### src/rtl/sas_pkg.sv
// Shared types and constants of the sensor alarm supervisor.
package sas_pkg;

  // Profile count and long key press length in ticks.
  localparam int unsigned PROFILES         = 4;
  localparam int unsigned LONG_PRESS_TICKS = 1200;

  // Blink half periods in ticks.
  localparam int unsigned FAST_BLINK = 150;
  localparam int unsigned SLOW_BLINK = 700;

  // RGB levels per class.
  localparam logic [7:0] RGB_DANGER_HI = 8'd96;
  localparam logic [7:0] RGB_DANGER_LO = 8'd18;
  localparam logic [7:0] RGB_LOST_HI   = 8'd80;
  localparam logic [7:0] RGB_LOST_LO   = 8'd12;
  localparam logic [7:0] RGB_WARN_RED  = 8'd72;
  localparam logic [7:0] RGB_WARN_GRN  = 8'd32;
  localparam logic [7:0] RGB_NORM_GRN  = 8'd54;
  localparam logic [7:0] RGB_WAIT_BLU  = 8'd28;

  // Register indexes.
  localparam logic [2:0] REG_SMOKE_WARN   = 3'd0;
  localparam logic [2:0] REG_SMOKE_DANGER = 3'd1;
  localparam logic [2:0] REG_AIR_WARN     = 3'd2;
  localparam logic [2:0] REG_RAIN_WARN    = 3'd3;
  localparam logic [2:0] REG_HEAT_WARN    = 3'd4;
  localparam logic [2:0] REG_HEAT_DANGER  = 3'd5;
  localparam logic [2:0] REG_LOST_TIMEOUT = 3'd6;
  localparam logic [2:0] REG_MUTE_LENGTH  = 3'd7;

  // Alarm class codes.
  typedef enum logic [2:0] {
    CLASS_WAITING = 3'd0,
    CLASS_NORMAL  = 3'd1,
    CLASS_WARN    = 3'd2,
    CLASS_DANGER  = 3'd3,
    CLASS_LOST    = 3'd4
  } alarm_class_t;

  // Configuration register contents.
  typedef struct packed {
    logic [11:0]        smoke_warn_level;
    logic [11:0]        smoke_danger_level;
    logic [11:0]        air_warn_level;
    logic [11:0]        rain_warn_level;
    logic signed [15:0] heat_warn_tenths;
    logic signed [15:0] heat_danger_tenths;
    logic [19:0]        lost_timeout_ticks;
    logic [19:0]        mute_length_ticks;
  } cfg_t;

  // Held sensor frame, packed as on the input bus.
  typedef struct packed {
    logic signed [15:0] probe_tenths;
    logic [11:0]        rain_reading;
    logic [11:0]        air_reading;
    logic [11:0]        smoke_reading;
    logic               probe_fault;
    logic               humidity_fault;
    logic               rain_flag;
    logic               probe_hot;
    logic               flame_seen;
  } frame_t;

  // Per-tick snapshot handed from the state stage to the classify stage.
  typedef struct packed {
    frame_t     frame;
    logic       waiting;
    logic       lost;
    logic       muted;
    logic [1:0] profile;
    logic       fast_phase;
    logic       slow_phase;
  } snap_t;

endpackage

### src/rtl/sas_cfg.sv
// APB register file holding the threshold and timing settings.
module sas_cfg
  import sas_pkg::*;
(
  input  logic        clk,
  input  logic        rst,
  input  logic        psel,
  input  logic        penable,
  input  logic        pwrite,
  input  logic [4:0]  paddr,
  input  logic [31:0] pwdata,
  output logic [31:0] prdata,
  output logic        pready,
  output cfg_t        cfg
);

  logic       wr_en;
  logic [2:0] reg_idx;

  assign pready  = 1'b1;
  assign wr_en   = psel && penable && pwrite;
  assign reg_idx = paddr[4:2];

  // Register writes.
  always_ff @(posedge clk) begin
    if (rst) begin
      cfg.smoke_warn_level   <= 12'd1500;
      cfg.smoke_danger_level <= 12'd2500;
      cfg.air_warn_level     <= 12'd2000;
      cfg.rain_warn_level    <= 12'd3000;
      cfg.heat_warn_tenths   <= 16'sd450;
      cfg.heat_danger_tenths <= 16'sd600;
      cfg.lost_timeout_ticks <= 20'd3000;
      cfg.mute_length_ticks  <= 20'd60000;
    end else if (wr_en) begin
      case (reg_idx)
        REG_SMOKE_WARN:   cfg.smoke_warn_level   <= pwdata[11:0];
        REG_SMOKE_DANGER: cfg.smoke_danger_level <= pwdata[11:0];
        REG_AIR_WARN:     cfg.air_warn_level     <= pwdata[11:0];
        REG_RAIN_WARN:    cfg.rain_warn_level    <= pwdata[11:0];
        REG_HEAT_WARN:    cfg.heat_warn_tenths   <= pwdata[15:0];
        REG_HEAT_DANGER:  cfg.heat_danger_tenths <= pwdata[15:0];
        REG_LOST_TIMEOUT: cfg.lost_timeout_ticks <= pwdata[19:0];
        REG_MUTE_LENGTH:  cfg.mute_length_ticks  <= pwdata[19:0];
        default: ;
      endcase
    end
  end

  // Read back.
  always_comb begin
    case (reg_idx)
      REG_SMOKE_WARN:   prdata = {20'd0, cfg.smoke_warn_level};
      REG_SMOKE_DANGER: prdata = {20'd0, cfg.smoke_danger_level};
      REG_AIR_WARN:     prdata = {20'd0, cfg.air_warn_level};
      REG_RAIN_WARN:    prdata = {20'd0, cfg.rain_warn_level};
      REG_HEAT_WARN:    prdata = {16'd0, cfg.heat_warn_tenths};
      REG_HEAT_DANGER:  prdata = {16'd0, cfg.heat_danger_tenths};
      REG_LOST_TIMEOUT: prdata = {12'd0, cfg.lost_timeout_ticks};
      REG_MUTE_LENGTH:  prdata = {12'd0, cfg.mute_length_ticks};
      default:          prdata = 32'd0;
    endcase
  end

endmodule

### src/rtl/sas_state.sv
// Tick state: time, held frame, key handling, mute deadline and blink phases.
module sas_state
  import sas_pkg::*;
(
  input  logic        clk,
  input  logic        rst,
  input  cfg_t        cfg,
  input  logic        accept,
  input  logic        frame_valid,
  input  frame_t      frame_in,
  input  logic        key_level,
  output snap_t       snap
);

  localparam logic [7:0] FAST_LAST = 8'(FAST_BLINK - 1);
  localparam logic [9:0] SLOW_LAST = 10'(SLOW_BLINK - 1);

  logic [31:0] tick_now;
  logic [31:0] last_frame_tick;
  logic        frame_seen;
  frame_t      held_frame;
  logic [31:0] mute_deadline;
  logic        key_prev;
  logic [31:0] key_down_tick;
  logic [1:0]  profile_sel;
  logic [7:0]  fast_cnt;
  logic        fast_odd;
  logic [9:0]  slow_cnt;
  logic        slow_odd;

  logic        frame_seen_next;
  frame_t      held_frame_next;
  logic [31:0] last_frame_tick_next;
  logic [31:0] mute_deadline_next;
  logic [31:0] key_down_tick_next;
  logic [1:0]  profile_sel_next;
  logic        press;
  logic        release_key;
  logic        long_press;
  logic [31:0] since_frame;
  logic [31:0] to_deadline;
  logic        lost;
  logic        muted;
  logic        tick_wrap;

  // Next state of one tick.
  always_comb begin
    press       = key_level && !key_prev;
    release_key = !key_level && key_prev;
    long_press  = (tick_now - key_down_tick) >= 32'(LONG_PRESS_TICKS);

    frame_seen_next      = frame_seen || frame_valid;
    held_frame_next      = frame_valid ? frame_in : held_frame;
    last_frame_tick_next = frame_valid ? tick_now : last_frame_tick;

    key_down_tick_next = press ? tick_now : key_down_tick;
    profile_sel_next   = profile_sel;
    mute_deadline_next = mute_deadline;
    if (release_key && long_press) begin
      profile_sel_next = (32'(profile_sel) == PROFILES - 1) ? 2'd0 : profile_sel + 2'd1;
    end else if (release_key) begin
      mute_deadline_next = tick_now + {12'd0, cfg.mute_length_ticks};
    end

    // A frame this tick leaves zero elapsed ticks, which is never lost.
    since_frame = tick_now - last_frame_tick;
    lost        = !frame_valid && (since_frame > {12'd0, cfg.lost_timeout_ticks});

    // A fresh mute leaves exactly the mute length ahead.
    to_deadline = mute_deadline - tick_now;
    if (release_key && !long_press) begin
      muted = cfg.mute_length_ticks != 20'd0;
    end else begin
      muted = (to_deadline != 32'd0) && !to_deadline[31];
    end

    tick_wrap = &tick_now;
  end

  // Snapshot for the classify stage.
  always_comb begin
    snap.frame      = held_frame_next;
    snap.lost       = lost;
    snap.waiting    = !frame_seen_next && !lost;
    snap.muted      = muted;
    snap.profile    = profile_sel_next;
    snap.fast_phase = !fast_odd;
    snap.slow_phase = !slow_odd;
  end

  // State registers.
  always_ff @(posedge clk) begin
    if (rst) begin
      tick_now        <= 32'd0;
      last_frame_tick <= 32'd0;
      frame_seen      <= 1'b0;
      held_frame      <= '0;
      mute_deadline   <= 32'd0;
      key_prev        <= 1'b0;
      key_down_tick   <= 32'd0;
      profile_sel     <= 2'd0;
      fast_cnt        <= 8'd0;
      fast_odd        <= 1'b0;
      slow_cnt        <= 10'd0;
      slow_odd        <= 1'b0;
    end else if (accept) begin
      tick_now        <= tick_now + 32'd1;
      last_frame_tick <= last_frame_tick_next;
      frame_seen      <= frame_seen_next;
      held_frame      <= held_frame_next;
      mute_deadline   <= mute_deadline_next;
      key_prev        <= key_level;
      key_down_tick   <= key_down_tick_next;
      profile_sel     <= profile_sel_next;
      // Blink phases follow tick_now divided by the half period.
      if (tick_wrap) begin
        fast_cnt <= 8'd0;
        fast_odd <= 1'b0;
        slow_cnt <= 10'd0;
        slow_odd <= 1'b0;
      end else begin
        if (fast_cnt == FAST_LAST) begin
          fast_cnt <= 8'd0;
          fast_odd <= !fast_odd;
        end else begin
          fast_cnt <= fast_cnt + 8'd1;
        end
        if (slow_cnt == SLOW_LAST) begin
          slow_cnt <= 10'd0;
          slow_odd <= !slow_odd;
        end else begin
          slow_cnt <= slow_cnt + 10'd1;
        end
      end
    end
  end

endmodule

### src/rtl/sas_classify.sv
// Alarm classification and indicator drive from one tick snapshot.
module sas_classify
  import sas_pkg::*;
(
  input  cfg_t        cfg,
  input  snap_t       snap,
  output logic [33:0] result
);

  frame_t       f;
  logic         temp_ok;
  logic         danger;
  logic         warn;
  alarm_class_t cls;
  logic         buz;
  logic         lr;
  logic         lg;
  logic         lb;
  logic [7:0]   rr;
  logic [7:0]   rg;
  logic [7:0]   rb;

  always_comb begin
    f       = snap.frame;
    temp_ok = !f.probe_fault;
    danger  = 1'b0;
    warn    = 1'b0;
    // Thresholds are judged only with a live frame.
    if (!snap.waiting && !snap.lost) begin
      danger = f.flame_seen || (f.smoke_reading >= cfg.smoke_danger_level) ||
               f.probe_hot ||
               (temp_ok && (f.probe_tenths >= cfg.heat_danger_tenths));
      warn   = f.humidity_fault || (f.air_reading >= cfg.air_warn_level) ||
               (f.smoke_reading >= cfg.smoke_warn_level) || f.rain_flag ||
               (f.rain_reading >= cfg.rain_warn_level) ||
               (temp_ok && (f.probe_tenths >= cfg.heat_warn_tenths));
    end

    // Priority: danger, waiting, node lost, warn, normal.
    buz = 1'b0;
    rr  = 8'd0;
    rg  = 8'd0;
    rb  = 8'd0;
    if (danger) begin
      cls = CLASS_DANGER;
      lr = 1'b1; lg = 1'b0; lb = 1'b0;
      rr  = snap.fast_phase ? RGB_DANGER_HI : RGB_DANGER_LO;
      buz = !snap.muted && snap.fast_phase;
    end else if (snap.waiting) begin
      cls = CLASS_WAITING;
      lr = 1'b0; lg = 1'b0; lb = 1'b1;
      rb  = RGB_WAIT_BLU;
    end else if (snap.lost) begin
      cls = CLASS_LOST;
      lr = 1'b0; lg = 1'b0; lb = 1'b1;
      rb  = snap.slow_phase ? RGB_LOST_HI : RGB_LOST_LO;
      buz = !snap.muted && snap.slow_phase;
    end else if (warn) begin
      cls = CLASS_WARN;
      lr = 1'b1; lg = 1'b1; lb = 1'b0;
      rr  = RGB_WARN_RED;
      rg  = RGB_WARN_GRN;
    end else begin
      cls = CLASS_NORMAL;
      lr = 1'b0; lg = 1'b1; lb = 1'b0;
      rg  = RGB_NORM_GRN;
    end

    result = {snap.profile, snap.muted, rb, rg, rr, lb, lg, lr, buz, cls};
  end

endmodule

### src/rtl/sensor_alarm_supervisor_top.sv
// Top level of the sensor alarm supervisor: stream ports, APB port, two stages.
//
// Channel | Direction | Transaction content
// s_*     | in        | one millisecond tick: frame (if s_tuser) and key level
// m_*     | out       | one indicator result per tick
// APB     | in/out    | threshold and timing registers at 4*index
//
// One tick per clock cycle is sustained while m_tready is high; each tick passes
// the snapshot register after the state stage and the result register after
// classification. Reset is synchronous and active high and restores every register
// but the snapshot and result data registers. A stall on m_tready fills the snapshot
// register and then holds s_tready low until the result is taken.
module sensor_alarm_supervisor_top
  import sas_pkg::*;
(
  input  logic        clk,
  input  logic        rst,
  input  logic        s_tvalid,
  output logic        s_tready,
  // [0] flame_seen, [1] probe_hot, [2] rain_flag, [3] humidity_fault,
  // [4] probe_fault, [16:5] smoke_reading, [28:17] air_reading,
  // [40:29] rain_reading, [56:41] probe_tenths, [57] key_level, rest zero
  input  logic [63:0] s_tdata,
  // [0] frame_valid
  input  logic        s_tuser,
  output logic        m_tvalid,
  input  logic        m_tready,
  // [2:0] alarm_class, [3] buzzer_on, [4] led_red, [5] led_green,
  // [6] led_blue, [14:7] rgb_red, [22:15] rgb_green, [30:23] rgb_blue,
  // [31] mute_active, [33:32] profile_index, rest zero
  output logic [39:0] m_tdata,
  input  logic        psel,
  input  logic        penable,
  input  logic        pwrite,
  input  logic [4:0]  paddr,
  input  logic [31:0] pwdata,
  output logic [31:0] prdata,
  output logic        pready
);

  cfg_t        cfg;
  snap_t       snap_next;
  snap_t       snap;
  logic        snap_valid;
  logic        s_accept;
  logic        snap_move;
  logic [33:0] result_next;
  logic [33:0] result;

  // Handshake between the stages.
  assign snap_move = snap_valid && (!m_tvalid || m_tready);
  assign s_tready  = !snap_valid || snap_move;
  assign s_accept  = s_tvalid && s_tready;

  sas_cfg u_cfg (
    .clk     (clk),
    .rst     (rst),
    .psel    (psel),
    .penable (penable),
    .pwrite  (pwrite),
    .paddr   (paddr),
    .pwdata  (pwdata),
    .prdata  (prdata),
    .pready  (pready),
    .cfg     (cfg)
  );

  sas_state u_state (
    .clk         (clk),
    .rst         (rst),
    .cfg         (cfg),
    .accept      (s_accept),
    .frame_valid (s_tuser),
    .frame_in    (frame_t'(s_tdata[56:0])),
    .key_level   (s_tdata[57]),
    .snap        (snap_next)
  );

  sas_classify u_classify (
    .cfg    (cfg),
    .snap   (snap),
    .result (result_next)
  );

  // Snapshot and result registers.
  always_ff @(posedge clk) begin
    if (rst) begin
      snap_valid <= 1'b0;
      m_tvalid   <= 1'b0;
    end else begin
      if (s_accept) begin
        snap_valid <= 1'b1;
      end else if (snap_move) begin
        snap_valid <= 1'b0;
      end
      if (snap_move) begin
        m_tvalid <= 1'b1;
      end else if (m_tready) begin
        m_tvalid <= 1'b0;
      end
    end
  end

  always_ff @(posedge clk) begin
    if (s_accept) begin
      snap <= snap_next;
    end
    if (snap_move) begin
      result <= result_next;
    end
  end

  assign m_tdata = {6'd0, result};

endmodule
### config.mk
export PLATFORM = sky130hd
export DESIGN_NAME = sensor_alarm_supervisor_top
export DESIGN_NICKNAME = d
export VERILOG_FILES = /design/src/rtl/sas_pkg.sv /design/src/rtl/sas_cfg.sv /design/src/rtl/sas_state.sv /design/src/rtl/sas_classify.sv /design/src/rtl/sensor_alarm_supervisor_top.sv
export SDC_FILE = /design/constraint.sdc
export NUM_CORES = 1
export LEC_CHECK = 0
export BUFFER_PORTS_ARGS = -buffer_cell sky130_fd_sc_hd__buf_2
export CORE_MARGIN = 1.5
export CORE_UTILIZATION = 32
export DETAILED_ROUTE_END_ITERATION = 10
export PLACE_DENSITY = 0.53
export SLEW_MARGIN = 5
export SYNTH_ARGS = -nofsm -noshare
export SYNTH_HDL_FRONTEND = slang
export SYNTH_HIERARCHICAL = 1
export SYNTH_SLANG_ARGS = --single-unit
### constraint.sdc
create_clock -name clk -period 5.4 [get_ports clk]
set_clock_uncertainty 0.2 [all_clocks]
set_input_delay 0.81 -clock clk [delete_from_list [all_inputs] [get_ports clk]]
set_output_delay 0.81 -clock clk [all_outputs]
set_load 0.02 [all_outputs]
# Word-level counts from Yosys, hierarchy flattened
# Index checks and enable logic that the tools add are counted.
# op_classes
n_lt_le_gt_ge	8
mux	40
n_addsub	8
n_reduce_logical	66
n_eq_ne	10
bitwise	2
# ops
op	n
32-bit case mux with 8 select lines	1
32-bit subtractor	3
57-bit 2-to-1 mux	1
12-bit >= comparator	4
8-bit 2-to-1 mux	5
32-bit by 1-bit adder with 32-bit output, second input constant	1
32-bit by 20-bit adder with 32-bit output	1
16-bit >= comparator	2
32-bit by 11-bit >= comparator with 1-bit output, second input constant	1
32-bit by 20-bit > comparator with 1-bit output	1
32-bit AND reduction	1
32-bit nonzero test	1
2-bit AND reduction	12
7-bit 2-to-1 mux	3
1-bit 2-to-1 mux	20
10-bit 2-to-1 mux	2
20-bit nonzero test	1
1-bit logical AND	16
1-bit zero test	15
5-bit 2-to-1 mux	3
3-bit == test, second input constant	4
1-bit logical OR	11
10-bit by 1-bit adder with 10-bit output, second input constant	1
10-bit == test, second input constant	1
other kinds (14)	23
# word_totals
register_bits	428
inputBits	109
word_cells	184

# Depth between registers and ports, before layout
# Gate-level depths: netlist of run 1.
# depth
depth_word	11
ltp_mapped	23

# Hierarchy
# The synthesis of run 1 kept the hierarchy.
# modules_own_cells
module	cells_per_inst	seq_area_each_um2	area_each_um2	instances
sas_state	2199	4184.0	16402.0	1
sas_cfg	690	2402.3	5521.5	1
sensor_alarm_supervisor_top	115	2982.9	3095.5	1
sas_classify	322	0.0	2328.5	1

# Least setup slack after synthesis of run 1
# No wires, ideal clock.
# synth_timing
path_type	flip-flop to flip-flop
from	register u_state.tick_now[0]
to	register snap[5] (netlist name)
period_less_slack_ns	4.574
path_stages_with_launch	24
arrival_time_ns	4.123
setup_ns	0.251
n_path_buf	1
slack_ns	0.826
required_time_ns	4.949
cell_sequence	dfxtp_1 inv_1 ha_1 inv_1 fa_1 a211oi_1 o21ai_0 a21boi_0 nor4b_1 o311a_1 nand2b_1 a21oi_1 xnor2_1 ha_1 nor2b_1 o21ai_0 nand3_1 a211oi_1 a211oi_1 nor4_1 nand4_1 nor4bb_1 nor2_1 buf_4
# synth_between
elab_chain_cells	3
# synth_lines
element	line_no	source
start: declaration	sas_state.sv:18	logic [31:0] tick_now;
start signal: assignment	sas_state.sv:107	tick_now <= tick_now + 32'd1;
32-bit subtractor	sas_state.sv:66	since_frame = tick_now - last_frame_tick;
32-bit by 20-bit > comparator with 1-bit output	sas_state.sv:67	lost = !frame_valid && (since_frame > {12'd0, cfg.lost_timeout_ticks});
1-bit logical AND	sas_state.sv:67	
net u_state.lost	sas_state.sv:42	logic lost;
# The timed path passes the listed nets, and every way through them passes these cells.
# A chain may end at the register's enable or synchronous reset.

==> results of run 1 <==
## state kept, by name, summed over array words and instances (netlist names)
name and cells:
u_cfg/cfg 120, snap 64, u_state/held_frame 57, result 34, u_state/key_down_tick 32, u_state/last_frame_tick 32, u_state/mute_deadline 32, u_state/tick_now 32
u_state/slow_cnt 10, u_state/fast_cnt 8, u_state/profile_sel 2, m_tvalid 1, snap_valid 1, u_state/fast_odd 1, u_state/frame_seen 1, u_state/key_prev 1
u_state/slow_odd 1
## cell families after synthesis
| family | after synthesis | share of synthesized area [%] |
|---|---|---|
| compound gates | 733 | 17.3 |
| xor+xnor | 120 | 3.84 |
| fa+ha+maj | 222 | 10.3 |
| buf+inv | 470 | 7.43 |
| flops | 429 | 35.0 |
| mux | 130 | 5.27 |
| other cells | 4 | 0.0549 |
| simple gates | 1218 | 20.9 |
## stage by stage
step / util, % / power, W / instances / worst slack, ns
detailed placement: 34.2 / 0.00458 / 4487 / 0.0436
global placement: 34.2 / 0.00458 / 4487 / 0.0598
floorplan: - / 0.00427 / 3352 / 0.826
finish: 36.4 / 0.00822 / 4582 / 0.345
CTS: 36.3 / 0.00829 / 4580 / 0.0295
global route: 36.4 / 0.00854 / 4581 / 0.00516
## power groups by stage
stage	sequential, W	clock, W	combinational [W]
global placement	0.00352	0	0.00106
CTS	0.00345	0.00377	0.00107
finish	0.00345	0.00369	0.00108
global route	0.00346	0.00391	0.00118
detailed placement	0.00352	0	0.00107
floorplan	0.00352	0	0.000754
## layer usage
layer | vias to the layer above | part of all wire, %
met4 | 8 | 2.1
li1 | 11706 | -
met1 | 11239 | 49
met2 | 668 | 43
met3 | 125 | 6.4
met5 | - | 0.066
## worst max-delay path: cells and delay by family (launching register included)
family | cells | cell delay [ns]
and+or+nand+nor | 6 | 2.17
AOI/OAI and AO/OA | 4 | 1.00
adders and majority gates | 1 | 0.45
DFF | 1 | 0.42
muxes | 1 | 0.34
buffers and inverters | 1 | 0.18
## path summary, 6_finish.rpt
kind	slack, ns	cells after the start	endpoint	start
worst max register to register	0.35	13	snap[3]	u_state/tick_now[1]
worst max-delay path	0.35	13	snap[3]	u_state/tick_now[1]
worst min-delay path	0.21	3	u_state/held_frame[13]	s_tdata[13]
worst min register to register	0.22	0	result[32]	snap[2]
## final cells by class
cell class	count	area, um2	area share (%)
Multi-Input combinational cell	2453	15900	51.5
Sequential cell	429	9570	31.0
Tap cell	1144	1430	4.64
Clock buffer	66	1420	4.61
Timing Repair Buffer	202	1190	3.86
Inverter	259	972	3.15
Clock inverter	27	379	1.23
Antenna cell	2	5.00	0.0162
## timing repair
action / 4_1_cts / 5_1_grt
gates resized for setup: 0 / 8
hold endpoints to repair: 0 / 0
endpoints found under the setup margin: 0 / 2
## cell usage in the layout (no fill, tap or decap), types with 10 or more instances in the layout
cell                        Yosys  final
sky130_fd_sc_hd__nor2_1       235    234
sky130_fd_sc_hd__nand3b_1      45     45
sky130_fd_sc_hd__and3_1        21     21
sky130_fd_sc_hd__inv_1        259    259
sky130_fd_sc_hd__ha_1         218    218
sky130_fd_sc_hd__xnor2_1       91     91
sky130_fd_sc_hd__a21oi_1      323    322
sky130_fd_sc_hd__a21o_1        45     45
sky130_fd_sc_hd__buf_2         40    143
sky130_fd_sc_hd__mux2_2        70     70
sky130_fd_sc_hd__a211oi_1      41     40
sky130_fd_sc_hd__edfxtp_1      98     98
sky130_fd_sc_hd__mux2i_1       55     55
sky130_fd_sc_hd__dfxtp_1      331    331
sky130_fd_sc_hd__nand3_1       64     64
sky130_fd_sc_hd__a2111oi_0     11     11
sky130_fd_sc_hd__o211ai_1      16     16
sky130_fd_sc_hd__clkbuf_16      0     52
sky130_fd_sc_hd__a22o_1        12     12
sky130_fd_sc_hd__a221oi_1      25     25
sky130_fd_sc_hd__o21a_1        27     27
sky130_fd_sc_hd__and2_1        16     15
sky130_fd_sc_hd__or3_1         18     18
sky130_fd_sc_hd__xor2_1        29     29
sky130_fd_sc_hd__o21ai_0       78     77
sky130_fd_sc_hd__conb_1         4     30
sky130_fd_sc_hd__nand2b_1      32     32
sky130_fd_sc_hd__o21bai_1      15     15
sky130_fd_sc_hd__nand2_1      567    566
sky130_fd_sc_hd__a211o_1       18     18
sky130_fd_sc_hd__buf_4         52     56
sky130_fd_sc_hd__nand4_1       54     54
sky130_fd_sc_hd__nor2b_1       43     43
sky130_fd_sc_hd__nor3_1        39     38
sky130_fd_sc_hd__o31ai_1       10     10
sky130_fd_sc_hd__a31oi_1       14     14
sky130_fd_sc_hd__nor4_1        21     20
==> results summary, run 1 <==
The run finished with clean final reports. Yosys printed 6 warnings. The hold-fix buffer count after cts is 0.

Measured along the y axis, the die boundary spans 295 um. The top-level port count is 184. The synthesized design contains 98 enable-type register cells.

Max-cap violations in this run came to 0. Entering global routing, the biggest net connects 133 pins. The busiest metal layer after global routing is met2. The number of post-CTS setup repair buffers came out at 0. Global routing used 18.9% of the available tracks. The largest vdd supply drop came out at 0.216 mV. The final hold slack came out at 0.207 ns. The top cell type's share of synthesized area is 24.2%. The CTS tree is done.

By startpoint and endpoint, the worst setup path is classified as flip-flop to flip-flop. The remaining max-slew budget at the tightest pin came out at 7.64%. The clock sink count came out at 429. Along the worst path, the maximum fanout reaches 5. The count of distinct cell types in the synthesized netlist is 95. The summed instance area of the synthesized netlist is 27300 um2. The clock latency on the worst-skew pair is 0.65 ns. The global-route wire length before repair is 130 mm. The number of iterations in the first detailed-routing pass is 7.

The number of nets with antenna violations after routing came out at 0. The number of hold-slack violations in the final timing report is 0. The average wire length per cell after detail routing came out at 18.4 um.

The number of filler instances in the final layout is 8853. The final cycle utilization of the critical path came out at 93.6%. The post-CTS clock slew at the launch and capture registers of the worst setup and hold paths came out at 0.06 ns. By area the synthesized netlist is led by sky130_fd_sc_hd__dfxtp_1, sky130_fd_sc_hd__edfxtp_1, sky130_fd_sc_hd__ha_1. The placed standard-cell area is 29000 um2.

Yosys instantiated no cell more often than sky130_fd_sc_hd__nand2_1. The count of input and output buffers came out at 144. Cells with a size suffix above 1 make up 11.8% of the layout.

The initial antenna violation count is 10. The required time at the worst-slack endpoint is 5.55 ns. The floorplan step defined a die boundary enclosing 87200 um2. The starting density of the core came out at 32.2%. The met1 track demand over resource is 27.7%.

Adding up every negative setup slack in the final design gives 0 ns. The area of all placed cells without fillers came out at 30900 um2. The first routing iteration left 1933 violations. The internal power came out at 0.00602 W.

The power share of the clock group is 44.9%. The standard-cell row count came out at 107. The share of async-settable or async-resettable flops after synthesis is 0%. For this design, the slowest cell found on the critical path is sky130_fd_sc_hd__or4b_4.

In this run, synthesis produced a sequential element count of 429. Setup repair after global routing left no endpoint under its margin. The cell taking the most area after synthesis is sky130_fd_sc_hd__dfxtp_1.

The number of global-route vias before repair came out at 22033. The final count of negative-setup-slack endpoints came out at 0. The average via count per standard cell is 5.18. The post-synthesis instance total came out at 3326.

The mean area per synthesized cell is 8.22 um2. The commonest cells after synthesis are sky130_fd_sc_hd__nand2_1, sky130_fd_sc_hd__dfxtp_1, sky130_fd_sc_hd__a21oi_1, sky130_fd_sc_hd__inv_1, sky130_fd_sc_hd__nor2_1. Of the synthesized area, sequential elements account for 35.0%. The net count reported at finish came out at 3726. Timing would allow up to 198 MHz.

The cell sitting at the root of the clock tree is a sky130_fd_sc_hd__clkbuf_16. STA classifies the critical path startpoint as a flip-flop. The overall routed net length is 84.3 mm. The max-slew violation count came to 0. After detailed routing, the number of remaining DRC violations is 0. The part of the power in combinational logic came out at 13.1%.

The final global-route overflow total is 0. The number of vias after detailed routing came out at 23746. The number of levels the H-tree was split into is 2. Counting along the longest clock path gives a buffer depth of 3. The switching share of total power came out at 26.8%. Counting stages on the worst path, the most repeated cell is sky130_fd_sc_hd__a211oi_1.

Sequential cells account for 41.9% of the total power. The slew at the pin closest to its max-slew limit came out at 1.38 ns. The power density over the cells is 266 nW/um2. On the worst path, the slowest cell contributes a delay of 0.62 ns. Measured along the x axis, the die boundary spans 295 um.

STA classifies the critical path endpoint as a flip-flop. The number of buffers inserted during clock tree synthesis came out at 50. The signal on the critical path passes through inv_1, fa_1, nor2b_1, o21ai_0, and2_1, a211oi_1, or3b_2, a211oi_1, o2111ai_1, or4b_1, or4b_4, nand2_1, mux2_2.

The met3 usage came out at 2.93%. The classification of the worst-slack hold path is primary input to flip-flop. The core area came out at 84900 um2. The critical path data arrival time is 5.21 ns.

The global placer's final weighted congestion is 0.919. The final critical path time including I/O delays and setup is 5.05 ns. The dominant register cell in the synthesized netlist is sky130_fd_sc_hd__dfxtp_1. The net switching power figure is 0.00220 W. The area added between synthesis and finish is 12.9%. The fraction of met2 tracks used by global routing came out at 28.8%. The static leakage came out at 12.7 nW. The HPWL after detailed placement came out at 63.5 mm.
No activity file was read; power rests on OpenSTA's default activity.
==> inputs of run 2 (changes only) <==
--- a/config.mk
+++ b/config.mk
@@ -5,12 +5,12 @@
 export SDC_FILE = /design/constraint.sdc
 export NUM_CORES = 1
 export LEC_CHECK = 0
-export BUFFER_PORTS_ARGS = -buffer_cell sky130_fd_sc_hd__buf_2
+export BUFFER_PORTS_ARGS = -buffer_cell sky130_fd_sc_hd__buf_4
 export CORE_MARGIN = 1.5
 export CORE_UTILIZATION = 32
 export DETAILED_ROUTE_END_ITERATION = 10
 export PLACE_DENSITY = 0.53
-export SLEW_MARGIN = 5
+export SLEW_MARGIN = 20
 export SYNTH_ARGS = -nofsm -noshare
 export SYNTH_HDL_FRONTEND = slang
 export SYNTH_HIERARCHICAL = 1
==> run 2 against run 1 <==
Final cell count fell by 0.13%; utilization up 0.31 points; power is 0.89% lower; combinational power barely moved; register-to-register slack improved by 0.02 ns; largest power group unchanged; first-iteration DRC count decreased by 4.2%; wire length increased by 0.40%; hold slack improved by 0.0022 ns; setup slack improved by 0.016 ns.
==> results summary, run 2 (synthesis gave the netlist of run 1 again) <==
The run finished with clean final reports. The worst setup path is launched from a flip-flop. The worst hold path belongs to the class flip-flop to flip-flop.

The number of nets with antenna violations after routing was 0 (unchanged). Ranked by flip-flop count, first place goes to u_cfg/cfg. The total power came to 0.00815 W (-0.89%).

The CTS tree is done. The initial antenna violation count came out at 3 (-7). The static leakage came to 12.7 nW (+0.23%).

The average via count per standard cell is 5.19 (about the same). The required time at the worst-slack endpoint is 5.66 ns (+0.11 ns). The critical path is of the flip-flop to flip-flop type. The final global-route overflow total came out at 0 (unchanged). The number of iterations in the first detailed-routing pass came out at 5 (-2). The top-level port count came out at 184 (unchanged). The number of hold-slack violations in the final timing report is 0 (unchanged). The minimum setup slack after placement is 0.0154 ns (-0.0281 ns).

The area added between synthesis and finish came out at 13.8%. The max-slew violation count came to 0 (unchanged). The largest vdd supply drop came to 0.194 mV (-9.9%). The number of levels the H-tree was split into is 2 (unchanged). The clock latency on the worst-skew pair came out at 0.62 ns (-0.03 ns).

The starting density of the core came out at 32.2% (unchanged). The placed standard-cell area is 29400 um2 (+1.1%). The global-route wire length before repair is 130 mm (+0.32%). The maximum number of pins on one net before global-route repair is 120 (-9.8%). In the final layout, the registers with the most flip-flops are u_cfg/cfg (120), snap (64), u_state/held_frame (57). The critical path data arrival time is 5.30 ns (+0.09 ns). The net count reported at finish came out at 3720 (-0.16%). The capturing element type of the critical path is a flip-flop. The library cells used most frequently in the layout, excluding fill and tap cells, are sky130_fd_sc_hd__nand2_1, sky130_fd_sc_hd__dfxtp_1, sky130_fd_sc_hd__a21oi_1.

The standard-cell row count is 107 (unchanged). The global placer's final weighted congestion is 0.892 (-3.0%). The final critical path time including I/O delays and setup came out at 5.04 ns (-0.0159 ns). The number of global-route vias before repair came out at 22178 (+0.66%). The number of buffers inserted during clock tree synthesis is 50 (unchanged).

The maximum fanout along the worst path was 3 (-2). The iteration-0 DRC count of the detailed router was 1852 (-4.2%). The power density over the cells is 262 nW/um2 (-1.7%).

The number of remaining DRC errors is 0 (unchanged). The final count of negative-setup-slack endpoints came to 0 (unchanged). The achievable frequency came out at 198 MHz (+0.31%). The multi-input combinational cell area came to 15900 um2 (about the same). The slew at the pin closest to its max-slew limit is 1.12 ns (-0.265 ns). The HPWL after detailed placement came to 63.3 mm (-0.27%). Setup repair after global routing left no endpoint under its margin. The die outline width is 295 um (unchanged).

CTS placed an instance of sky130_fd_sc_hd__clkbuf_16 at the clock tree root. The most common cell after layout, fill and taps aside is sky130_fd_sc_hd__nand2_1. The die footprint was 87200 um2 (unchanged). The final cycle utilization of the critical path came out at 93.3% (-0.29 points). The max-capacitance violation count is 0 (unchanged). The remaining max-slew budget at the tightest pin came out at 25.4% (+18 points). The overall routed net length is 84.6 mm (+0.40%).

The global-route usage over all layers came to 18.9% (+0.031 points). The number of filler instances in the final layout is 8867 (+0.16%). The end-of-flow core utilization came out at 36.7% (+0.31 points).

The die height is 295 um (unchanged). The post-CTS clock slew at the launch and capture registers of the worst setup and hold paths is 0.06 ns (about the same). The clock sink count is 429 (unchanged).

The worst path setup slack after routing came to 0.361 ns (+0.0159 ns). The maximum root-to-sink buffer count is 3 (unchanged). The area of all placed cells without fillers is 31100 um2 (+0.85%).

The core area is 84900 um2 (unchanged). The fraction of final layout cells sized beyond drive strength 1 is 11.7% (-0.099 points). The area occupied by registers is 9570 um2 (about the same). The number of flip-flops in the largest register is 120 (unchanged). The final total negative setup slack was 0 ns (unchanged). The number of vias after detailed routing came out at 23730 (-0.067%). The average wire length per cell after detail routing came to 18.5 um (+0.53%). The count of input and output buffers is 144 (unchanged).
==> run 2: cell count changes in the layout (fill, tap and decap cells not counted), sizes merged <==
cell	previous run	this run
inv	260	262
clkinv	16	19
diode	2	1
clkbuf	66	57
buf	202	196
clkinvlp	3	8
==> run 2: final timing paths <==
path	from	endpoint	slack (ns)	cells after the start
min	snap[2]	result[32]	0.21	0
min reg2reg	snap[2]	result[32]	0.21	0
max reg2reg	u_state/tick_now[0]	snap[6]	0.36	23
max	u_state/tick_now[0]	snap[6]	0.36	23
==> run 2: critical path, cell delays in order, from the launching register on <==
cell,delay [ns]
sky130_fd_sc_hd__dfxtp_1,0.31
sky130_fd_sc_hd__inv_1,0.08
sky130_fd_sc_hd__ha_1,0.19
sky130_fd_sc_hd__inv_1,0.06
sky130_fd_sc_hd__fa_1,0.42
sky130_fd_sc_hd__a211oi_2,0.24
sky130_fd_sc_hd__o21ai_1,0.14
sky130_fd_sc_hd__a21boi_2,0.20
sky130_fd_sc_hd__nor4b_1,0.10
sky130_fd_sc_hd__o311a_1,0.31
sky130_fd_sc_hd__nand2b_1,0.14
sky130_fd_sc_hd__a21oi_1,0.18
sky130_fd_sc_hd__xnor2_1,0.17
sky130_fd_sc_hd__ha_1,0.29
sky130_fd_sc_hd__nor2b_1,0.14
sky130_fd_sc_hd__o21ai_0,0.15
sky130_fd_sc_hd__nand3_1,0.10
sky130_fd_sc_hd__a211oi_1,0.18
sky130_fd_sc_hd__a211oi_1,0.13
sky130_fd_sc_hd__nor4_1,0.23
sky130_fd_sc_hd__nand4_1,0.16
sky130_fd_sc_hd__nor4bb_2,0.36
sky130_fd_sc_hd__buf_4,0.22
sky130_fd_sc_hd__nor3b_1,0.18
==> run 2: timing repair <==
action | in CTS | in global routing
resized for setup | 1 | 8
buffers inserted | 0 | 0
hold buffers | 0 | 0
endpoints found under the setup margin | 1 | 4
pin swaps | 0 | 3
==> run 2: cell type report <==
cell class / instances / share of cell area (%)
inverter: 259 / 3.12
multi-input combinational: 2453 / 51.1
clock inverter: 37 / 1.43
clock buffer: 57 / 4.17
antenna: 1 / 0.00804
sequential: 429 / 30.7
timing repair buffer: 196 / 4.83
tap: 1144 / 4.60
==> run 2: through the flow <==
step | cells | hold WS [ns]
3_5_place_dp | 4481 | 0.208
4_1_cts | 4575 | 0.201
3_3_place_gp | 4481 | 0.204
2_1_floorplan | 3352 | 0.234
5_1_grt | 4576 | 0.219
6_report | 4576 | 0.209
==> run 2: metal layers <==
| layer | global-route usage (%) | vias to the layer above | share of wire [%] |
|---|---|---|---|
| met5 | 0 | - | 0.015 |
| met4 | 4.12 | 2 | 1.7 |
| met3 | 2.51 | 81 | 5.9 |
| met2 | 29.3 | 658 | 44 |
| met1 | 27.8 | 11284 | 49 |
| li1 | - | 11705 | - |
==> run 2: where the power goes <==
group	total (W)	switching (W)	internal, W
registers	0.00345	0.0000592	0.00339
logic	0.00111	0.000658	0.000452
clock network	0.00359	0.00150	0.00209
total	0.00815	0.00222	0.00593
